--- src/hdl/efst_pkg.sv ---
// Shared types and constants for the encoder frame speed tracker.
`default_nettype none

package efst_pkg;

    // Widths of the speed divider operands.
    localparam int DIVD_W = 25;  // magnitude of delta*1000 stays below 2^25
    localparam int DIVR_W = 16;  // interval in ms, low 16 bits

    // Request kinds
    typedef enum logic {
        KIND_POLL = 1'b0,
        KIND_BYTE = 1'b1
    } t_item_kind;

    // Configuration register indexes
    typedef enum logic {
        CFG_STATION   = 1'b0,
        CFG_REG_COUNT = 1'b1
    } t_cfg_index;

    // Function code of a holding-register read reply
    localparam logic [7:0] FUNC_READ_HOLDING = 8'h03;

    // Status of the divider as seen by the sequencer.
    typedef struct packed {
        logic busy;
        logic done;
    } t_div_status;

endpackage

`default_nettype wire

--- src/hdl/encoder_frame_speed_tracker.sv ---
// Top level: reply byte collection, frame checks, angle tracking and speed sequencer.
//
//  channel | direction | handshake               | payload
//  --------+-----------+-------------------------+-------------------------------------
//  in      | in        | i_in_valid / o_in_ready | i_kind, i_rx_byte, i_now_ms
//  out     | out       | o_out_valid/i_out_ready | o_frame_accepted .. o_fail_count
//  cfg     | in        | i_cfg_valid/o_cfg_ready | i_cfg_index, i_cfg_data
//
// A request that starts no division goes from the evaluate state to the output state.
// A reply accepted with a nonzero interval goes through the evaluate, multiply and
// divider start states, then 25 steps of the restoring divider and its done
// cycle. One request is in flight at a time; o_in_ready is low until the result
// is taken. Reset is synchronous and active low; all tracked values return to zero,
// the station address and register count to one. Configuration writes are always taken.
`default_nettype none

module encoder_frame_speed_tracker #(
    parameter int ANGLE_SPAN = 4096
) (
    input  wire logic        i_clk,
    input  wire logic        i_rst_n,
    // input requests
    input  wire logic        i_in_valid,
    output logic             o_in_ready,
    input  wire logic        i_kind,
    input  wire logic [7:0]  i_rx_byte,
    input  wire logic [31:0] i_now_ms,
    // results
    output logic             o_out_valid,
    input  wire logic        i_out_ready,
    output logic             o_frame_accepted,
    output logic [15:0]      o_angle,
    output logic signed [15:0] o_angle_delta,
    output logic [15:0]      o_interval_ms,
    output logic signed [15:0] o_speed,
    output logic [15:0]      o_revolutions,
    output logic [15:0]      o_success_count,
    output logic [15:0]      o_fail_count,
    // configuration writes
    input  wire logic        i_cfg_valid,
    output logic             o_cfg_ready,
    input  wire logic        i_cfg_index,
    input  wire logic [7:0]  i_cfg_data
);

    localparam int          HEADER_DEPTH      = 5;
    localparam int          HDR_IDX_W         = $clog2(HEADER_DEPTH);
    localparam logic [16:0] ANGLE_LO          = 17'(ANGLE_SPAN / 4);
    localparam logic [16:0] ANGLE_HI          = 17'(3 * (ANGLE_SPAN / 4));
    localparam logic [17:0] SPAN18            = 18'(ANGLE_SPAN);
    localparam logic signed [26:0] SPEED_SCALE = 27'sd1000;

    typedef enum logic [5:0] {
        S_IDLE  = 6'b000001,
        S_EVAL  = 6'b000010,
        S_MUL   = 6'b000100,
        S_START = 6'b001000,
        S_DIV   = 6'b010000,
        S_OUT   = 6'b100000
    } t_state;

    t_state r_state;

    // Configuration
    logic [7:0]  r_station;
    logic [6:0]  r_reg_count;

    // Captured request
    logic        r_kind;
    logic [7:0]  r_rx;
    logic [15:0] r_now;

    // Collection state
    logic [7:0]  r_byte_index;
    logic        r_awaiting;
    logic [7:0]  r_header [HEADER_DEPTH];

    // Tracked values
    logic [15:0] r_angle;
    logic [15:0] r_prev_stamp;
    logic [15:0] r_delta;
    logic [15:0] r_interval;
    logic [15:0] r_speed;
    logic [15:0] r_revs;
    logic [15:0] r_good;
    logic [15:0] r_missed;
    logic        r_accepted;

    logic signed [26:0] r_prod;

    // Evaluation of the captured request
    logic [7:0]  n_byte_index;
    logic [8:0]  reply_len;
    logic        complete;
    logic        header_ok;
    logic        take;
    logic [7:0]  hdr_last;
    logic [15:0] n_angle;
    logic [15:0] n_interval;
    logic [17:0] n_delta;
    logic        fwd_wrap;
    logic        bwd_wrap;

    // Divider hookup
    logic                        div_start;
    logic                        prod_neg;
    logic [26:0]                 prod_mag;
    logic [15:0]                 quo16;
    efst_pkg::t_div_status       div_status;
    logic [efst_pkg::DIVD_W-1:0] div_quotient;

    // Byte count, frame checks and angle delta
    always_comb begin
        n_byte_index = (r_byte_index != 8'hFF) ? r_byte_index + 8'd1 : r_byte_index;
        reply_len    = {1'b0, r_reg_count, 1'b0} + 9'd5;
        complete     = ({1'b0, n_byte_index} >= reply_len);
        header_ok    = (r_header[0] == r_station)
                    && (r_header[1] == efst_pkg::FUNC_READ_HOLDING)
                    && (r_header[2] == {r_reg_count, 1'b0});
        take         = r_kind && complete && header_ok;
        // the byte that closes a header-only reply is not stored yet
        hdr_last     = (r_byte_index == 8'(HEADER_DEPTH - 1)) ? r_rx
                                                               : r_header[HEADER_DEPTH-1];
        n_angle      = {r_header[3], hdr_last};
        n_interval   = r_now - r_prev_stamp;
        fwd_wrap     = ({1'b0, n_angle} < ANGLE_LO) && ({1'b0, r_angle} > ANGLE_HI);
        bwd_wrap     = ({1'b0, n_angle} > ANGLE_HI) && ({1'b0, r_angle} < ANGLE_LO);
        n_delta      = {2'b00, n_angle} - {2'b00, r_angle};
        if (fwd_wrap) begin
            n_delta = n_delta + SPAN18;
        end else if (bwd_wrap) begin
            n_delta = n_delta - SPAN18;
        end
    end

    // Sign and magnitude around the divider
    always_comb begin
        prod_neg  = r_prod[26];
        prod_mag  = prod_neg ? (~r_prod + 27'd1) : r_prod;
        div_start = (r_state == S_START);
        quo16     = div_quotient[15:0];
    end

    efst_div u_div (
        .i_clk      (i_clk),
        .i_rst_n    (i_rst_n),
        .i_start    (div_start),
        .i_dividend (prod_mag[efst_pkg::DIVD_W-1:0]),
        .i_divisor  (r_interval),
        .o_status   (div_status),
        .o_quotient (div_quotient)
    );

    // Configuration registers
    always_ff @(posedge i_clk) begin
        if (!i_rst_n) begin
            r_station   <= 8'd1;
            r_reg_count <= 7'd1;
        end else if (i_cfg_valid) begin
            unique case (i_cfg_index)
                efst_pkg::CFG_STATION:   r_station   <= i_cfg_data;
                efst_pkg::CFG_REG_COUNT: r_reg_count <= i_cfg_data[6:0];
                default:                 r_station   <= r_station;
            endcase
        end
    end

    // Request capture, header store and product
    always_ff @(posedge i_clk) begin
        if (r_state == S_IDLE && i_in_valid) begin
            r_kind <= i_kind;
            r_rx   <= i_rx_byte;
            r_now  <= i_now_ms[15:0];
        end
        if (r_state == S_EVAL && r_kind && r_byte_index < 8'(HEADER_DEPTH)) begin
            r_header[r_byte_index[HDR_IDX_W-1:0]] <= r_rx;
        end
        if (r_state == S_MUL) begin
            r_prod <= $signed({{11{r_delta[15]}}, r_delta}) * SPEED_SCALE;
        end
    end

    // Sequencer and tracked state
    always_ff @(posedge i_clk) begin
        if (!i_rst_n) begin
            r_state      <= S_IDLE;
            r_byte_index <= '0;
            r_awaiting   <= 1'b0;
            r_angle      <= '0;
            r_prev_stamp <= '0;
            r_delta      <= '0;
            r_interval   <= '0;
            r_speed      <= '0;
            r_revs       <= '0;
            r_good       <= '0;
            r_missed     <= '0;
            r_accepted   <= 1'b0;
        end else begin
            unique case (r_state)
                S_IDLE: begin
                    if (i_in_valid) begin
                        r_state <= S_EVAL;
                    end
                end
                S_EVAL: begin
                    r_accepted <= take;
                    r_state    <= S_OUT;
                    if (r_kind == efst_pkg::KIND_POLL) begin
                        if (r_awaiting) begin
                            r_missed <= r_missed + 16'd1;
                        end
                        r_byte_index <= '0;
                        r_awaiting   <= 1'b1;
                    end else if (take) begin
                        r_angle      <= n_angle;
                        r_interval   <= n_interval;
                        r_prev_stamp <= r_now;
                        r_delta      <= n_delta[15:0];
                        if (fwd_wrap) begin
                            r_revs <= r_revs + 16'd1;
                        end else if (bwd_wrap) begin
                            r_revs <= r_revs - 16'd1;
                        end
                        r_good       <= r_good + 16'd1;
                        r_awaiting   <= 1'b0;
                        r_byte_index <= '0;
                        if (n_interval != 16'd0) begin
                            r_state <= S_MUL;
                        end
                    end else begin
                        r_byte_index <= n_byte_index;
                    end
                end
                S_MUL: begin
                    r_state <= S_START;
                end
                S_START: begin
                    r_state <= S_DIV;
                end
                S_DIV: begin
                    if (div_status.done) begin
                        r_speed <= prod_neg ? (16'd0 - quo16) : quo16;
                        r_state <= S_OUT;
                    end
                end
                S_OUT: begin
                    if (i_out_ready) begin
                        r_state <= S_IDLE;
                    end
                end
                default: r_state <= S_IDLE;
            endcase
        end
    end

    // Ports
    assign o_in_ready       = (r_state == S_IDLE);
    assign o_out_valid      = (r_state == S_OUT);
    assign o_cfg_ready      = 1'b1;
    assign o_frame_accepted = r_accepted;
    assign o_angle          = r_angle;
    assign o_angle_delta    = r_delta;
    assign o_interval_ms    = r_interval;
    assign o_speed          = r_speed;
    assign o_revolutions    = r_revs;
    assign o_success_count  = r_good;
    assign o_fail_count     = r_missed;

`ifndef NO_ASSERTIONS
    // An accepted reply bumps the success count by one
    a_good_count: assert property (@(posedge i_clk) disable iff (!i_rst_n)
        (r_state == S_EVAL && take) |=> (r_good == $past(r_good) + 16'd1))
        else $error("success count not advanced on accepted reply");

    // A poll never reports an accepted frame
    a_poll_no_frame: assert property (@(posedge i_clk) disable iff (!i_rst_n)
        (r_state == S_EVAL && r_kind == efst_pkg::KIND_POLL) |=> !r_accepted)
        else $error("poll reported as accepted frame");

    // A delivered accepted frame leaves no reply pending
    a_frame_clears_wait: assert property (@(posedge i_clk) disable iff (!i_rst_n)
        (o_out_valid && o_frame_accepted) |-> (!r_awaiting && r_byte_index == 8'd0))
        else $error("accepted frame left collection open");

    // The divider is only running while the sequencer waits on it
    a_div_owned: assert property (@(posedge i_clk) disable iff (!i_rst_n)
        div_status.busy |-> (r_state == S_DIV))
        else $error("divider busy outside divide state");
`endif

endmodule

`default_nettype wire

--- src/hdl/efst_div.sv ---
// Iterative unsigned restoring divider, one quotient bit per cycle.
`default_nettype none

module efst_div (
    input  wire logic                         i_clk,
    input  wire logic                         i_rst_n,
    input  wire logic                         i_start,
    input  wire logic [efst_pkg::DIVD_W-1:0]  i_dividend,
    input  wire logic [efst_pkg::DIVR_W-1:0]  i_divisor,
    output efst_pkg::t_div_status             o_status,
    output logic      [efst_pkg::DIVD_W-1:0]  o_quotient
);

    localparam int STEPS = efst_pkg::DIVD_W;
    localparam int CNT_W = $clog2(STEPS);

    logic                         r_busy;
    logic                         r_done;
    logic [CNT_W-1:0]             r_cnt;
    logic [efst_pkg::DIVR_W-1:0]  r_rem;
    logic [efst_pkg::DIVD_W-1:0]  r_quo;
    logic [efst_pkg::DIVR_W-1:0]  r_divisor;

    logic [efst_pkg::DIVR_W:0]    rem_sh;
    logic [efst_pkg::DIVR_W:0]    rem_diff;
    logic                         fits;

    // One restoring step: shift in the next dividend bit, try the subtract
    always_comb begin
        rem_sh   = {r_rem, r_quo[efst_pkg::DIVD_W-1]};
        rem_diff = rem_sh - {1'b0, r_divisor};
        fits     = (rem_sh >= {1'b0, r_divisor});
    end

    // Control
    always_ff @(posedge i_clk) begin
        if (!i_rst_n) begin
            r_busy <= 1'b0;
            r_done <= 1'b0;
            r_cnt  <= '0;
        end else if (i_start) begin
            r_busy <= 1'b1;
            r_done <= 1'b0;
            r_cnt  <= '0;
        end else if (r_busy) begin
            r_cnt <= r_cnt + 1'b1;
            if (r_cnt == CNT_W'(STEPS - 1)) begin
                r_busy <= 1'b0;
                r_done <= 1'b1;
            end
        end else begin
            r_done <= 1'b0;
        end
    end

    // Datapath: r_quo holds the remaining dividend bits and collects quotient bits
    always_ff @(posedge i_clk) begin
        if (i_start) begin
            r_rem     <= '0;
            r_quo     <= i_dividend;
            r_divisor <= i_divisor;
        end else if (r_busy) begin
            r_rem <= fits ? rem_diff[efst_pkg::DIVR_W-1:0] : rem_sh[efst_pkg::DIVR_W-1:0];
            r_quo <= {r_quo[efst_pkg::DIVD_W-2:0], fits};
        end
    end

    assign o_status.busy = r_busy;
    assign o_status.done = r_done;
    assign o_quotient    = r_quo;

`ifndef NO_ASSERTIONS
    // A new division never starts on top of one in flight
    a_start_idle: assert property (@(posedge i_clk) disable iff (!i_rst_n)
        i_start |-> !r_busy)
        else $error("divider restarted while busy");

    // Done is raised in the cycle after the last step
    a_done_after_last: assert property (@(posedge i_clk) disable iff (!i_rst_n)
        (r_busy && !i_start && r_cnt == CNT_W'(STEPS - 1)) |=> (r_done && !r_busy))
        else $error("divider done not raised after last step");

    // Done is a single-cycle pulse
    a_done_pulse: assert property (@(posedge i_clk) disable iff (!i_rst_n)
        (r_done && !i_start) |=> !r_done)
        else $error("divider done held longer than one cycle");
`endif

endmodule

`default_nettype wire

--- config.mk ---
export PLATFORM = sky130hd
export DESIGN_NAME = encoder_frame_speed_tracker
export DESIGN_NICKNAME = d
export VERILOG_FILES = /design/src/hdl/efst_pkg.sv /design/src/hdl/encoder_frame_speed_tracker.sv /design/src/hdl/efst_div.sv
export SDC_FILE = /design/constraint.sdc
export NUM_CORES = 1
export LEC_CHECK = 0
export BUFFER_PORTS_ARGS = -buffer_cell sky130_fd_sc_hd__buf_2
export CORE_ASPECT_RATIO = 1.5
export CORE_MARGIN = 5
export CORE_UTILIZATION = 61
export CTS_CLUSTER_DIAMETER = 40
export DETAILED_ROUTE_END_ITERATION = 7
export GPL_TIMING_DRIVEN = 0
export PLACE_DENSITY = 0.88
export SKIP_CTS_REPAIR_TIMING = 1
export SYNTH_ARGS = -nofsm -noshare
export SYNTH_HDL_FRONTEND = slang
export SYNTH_SLANG_ARGS = --single-unit
--- constraint.sdc ---
create_clock -name i_clk -period 5.85 [get_ports i_clk]
set_input_delay 1.17 -clock i_clk [delete_from_list [all_inputs] [get_ports i_clk]]
set_output_delay 1.17 -clock i_clk [all_outputs]
set_load 0.05 [all_outputs]
==> impl_results.md <==
- Die span in y: 225.3 µm
- Post-route DRC: 0
- Register area share after synthesis: 0.3988
- Pwr dens: approximately 220 nW/µm²
- Port bufs: about 150
- Initial antenna violation count: 0
- Most frequent CP cell: inv_1
- Final setup violation count: 0
- Clk_lat worst skew: approximately 530 ps
- Placer Congestion: 0.9318
- Syn Nets: 2313
- Critical Path, Cell by Cell: inv_1 > fa_1 > inv_1 > ha_1 > inv_1 > fa_1 > fa_1 > inv_1 > ha_1 > a21oi_1 > o21ai_0 > a21oi_1 > o21ai_0 > a2111oi_0 > o31ai_1 > a21oi_1 > xnor2_1
- DRT iter0 DRCs: 1136
- Initial core utilization: 0.6211
- GRT met2 Usage: 0.4877
- WL final: 48670 µm
- Ports: 171
- Vias in the first global route: ~16000
- #FFs+latches synth: approximately 310
- Grt ovf: 0
- Total number of vias: ~16000
- Row count: 78
- Area Overhead vs Synth: 12.79%
- Slew @ Worst Pin: about 1300 ps
- Critical Path RT: between 6000 and 7000 ps
- CP Capture Type: register
- Slew HR: 0.1037
- Tmin final: ~5400 ps
- Post-synthesis cell area: between 15000 and 20000 µm²
- Post-route cell area: around 21000 µm²
- Final nets: between 2000 and 3000
- # fillers: between 2000 and 2500
- Clock Sinks: between 300 and 400
- Status: finished, final reports clean
- Multi-input combinational cell area: roughly 10000 µm²
- Routed WL per cell: around 18 µm
- CP bufs+invs: 4
- Pwr Total: roughly 4.7 mW
- Grt peak-use layer: met2
- Final hold viol count: 0
- Horiz. Die Dim: 153.5 µm
- Worst setup path class: reg -> reg
- Unrepaired setup endpoints after global routing: false
- Post-DRT Antenna Nets: 0
- Top_reg_cell synth: dfxtp_1
- M1 GR Usage: 0.3010
- Crit-path leading delay family: adder cells
- Crit share post-route: 0.9160
- Sum of negative setup slack: 0 ps
- P_leak: 8.945 nW
- Root buf cell: clkbuf_16
- Distinct cells, synth: between 60 and 70
- CTS max path bufs: 3
- Fmax achieved: 0.1866 GHz
- Yosys warns: 0
- Post-synth EDFFs: between 100 and 150
- MaxCap Viol Count: 0
- Layout cells sized above 1: 0.1045
- Post-DP Area: between 20000 and 25000 µm²
- Core area: just over 30000 µm²
- Num CTS Buffers: 35
- Max incr delay on CP: approximately 630 ps
- Async SR Flop Fraction: 0
- Post-Synthesis Cells: about 2100
- Peak VDD IR: approximately 180 µV
- Mean area per synthesized cell: 9.174 µm²
- Largest net degree at the start of global routing: 26
- Final HPWL DP: around 36000 µm
- GRT Util Overall: 0.2715
- # H-tree levels: 2
- Startpoint Class: register
- DR pass1 iterations: 8
- Clk_skew: 23.52 ps
- Hold WC Path Type: reg -> reg
- CTS clock-pin slew for the worst setup and hold paths: about 60 ps
- Final max-slew violation count: 0
- Vias/cell: approximately 5.9
- Overall die area: ~35000 µm²
- Diode count: 0
- CP Data Arrival Time: 5620 ps
- First-pass GRT wire length: just under 80000 µm
- CTS tree: yes
- Register area: between 7000 and 8000 µm²
- Slowest-stage cell, CP: a2111oi_0
- Met3 Usage GRT: 0.04745
- Crit path max fanout: 8
-- power by group --
group | leakage (nW) | internal, mW | switching [mW] | total [mW]
sequential | 2.65 | 2.29 | 0.0385 | 2.33
combinational | 5.75 | 0.0851 | 0.162 | 0.247
clock | 0.555 | 1.25 | 0.905 | 2.15
total | 8.95 | 3.63 | 1.11 | 4.73
-- tightest hold or removal path, cell delays in order (launching register included) --
cell,delay (ps)
dfxtp_1,310
nand2_1,50
a21oi_1,50
-- metrics by stage --
step | utilization | setup slack [ps] | instances | hold slack (ps)
5_1_grt | 0.7006 | 222.7 | 2669 | 463.3
3_3_place_gp | 0.6625 | 605.0 | 2606 | 438.5
4_1_cts | 0.6999 | 447.8 | 2669 | 451.5
2_1_floorplan | - | 827.2 | 2055 | 431.9
3_5_place_dp | 0.6627 | 508.8 | 2606 | 443.7
6_report | 0.7006 | 491.1 | 2669 | 449.1
-- final cells by class --
type / count / area share
sequential: 311 / 0.3535
clock inverter: 16 / 0.006885
multi-input combinational: 1432 / 0.4785
inverter: 249 / 0.04396
timing repair buffer: 151 / 0.03554
buffer: 63 / 0.01177
tap: 400 / 0.02354
clock buffer: 47 / 0.04625
-- logic make-up after synthesis --
group | share of synthesized area
adders and majority gates | 0.1598
DFF | 0.3988
xor gates and xnor gates | 0.06737
muxes | 0.01553
and+or+nand+nor | 0.1608
buffers and inverters | 0.06285
AOI/OAI and AO/OA | 0.1347
other | 0.0001989
-- synth_stat cells (all sizes together) (4+ instances only) --
master	number	area, µm²
buf	8	43.79
o211ai	6	45.04
and3	18	112.6
o21ai	101	516.8
dfxtp	182	3643
edfxtp	129	3874
nand2	234	878.3
a31oi	8	50.05
o31ai	9	67.56
nor4	19	118.9
fa	63	1261
a211oi	43	322.8
a21boi	7	52.55
nand3	47	235.2
a211o	4	36.29
or2	9	56.30
nand4	23	143.9
xor2	70	613.1
inv	248	930.9
a21oi	152	764.5
nor3	27	146.4
mux2i	21	210.2
nand4b	4	35.03
xnor2	75	656.9
ha	140	1752
a22oi	8	60.06
clkbuf	55	206.5
a21o	22	165.2
o21a	19	142.6
o41ai	7	61.31
and2	11	68.82
nor3b	5	37.54
nor2b	17	106.4
or3	27	168.9
a2111oi	4	35.03
nand3b	7	52.55
or4	10	82.58
mux2	7	82.57
nand2b	18	112.6
nor2	157	589.3
-- sequential cells by signal, summed over array words and instances (netlist names), 8 cells and up --
name	count
r_header	40
u_div.o_quotient	25
r_prod	23
o_angle	16
o_angle_delta	16
o_fail_count	16
o_interval_ms	16
o_revolutions	16
o_speed	16
o_success_count	16
r_now	16
r_prev_stamp	16
u_div.r_divisor	16
u_div.r_rem	16
r_byte_index	8
r_rx	8
r_station	8
-- per-layer routing --
layer / share of wire / vias up / routed length [µm]
met5: 0 / - / 0
met4: 0.061 / 0 / 2978
met3: 0.065 / 191 / 3147
met2: 0.51 / 621 / 24590
met1: 0.37 / 7486 / 17960
li1: - / 7420 / -
-- worst paths after layout --
check	from	endpoint	slack [ps]	depth (start not counted)
max	o_angle_delta[2]	r_prod[22]	490	17
min reg2reg	o_speed[9]	o_speed[9]	450	2
max reg2reg	o_angle_delta[2]	r_prod[22]	490	17
min	o_speed[9]	o_speed[9]	450	2
-- placed cells by master (no fill, tap or decap), types with 7 or more instances in the layout --
cell type,synthesis,final
a211oi_1,43,43
a21boi_0,7,7
a21o_1,22,22
a21oi_1,151,151
a22oi_1,8,8
a31oi_1,8,8
and2_1,10,10
and3_1,18,18
buf_2,2,153
clkbuf_1,55,63
clkbuf_16,0,37
dfxtp_1,182,182
edfxtp_1,129,129
fa_1,63,63
ha_1,140,140
inv_1,248,248
mux2i_1,21,21
nand2_1,234,234
nand2b_1,18,18
nand3_1,47,47
nand3b_1,7,7
nand4_1,23,23
nor2_1,157,157
nor2b_1,17,17
nor3_1,26,26
nor4_1,19,15
o21a_1,19,19
o21ai_0,100,100
o31ai_1,9,9
o41ai_1,7,7
or2_2,9,9
or3_1,27,27
or4_1,8,8
xnor2_1,75,75
xor2_1,70,70
Power figures use the tool's default switching activity.
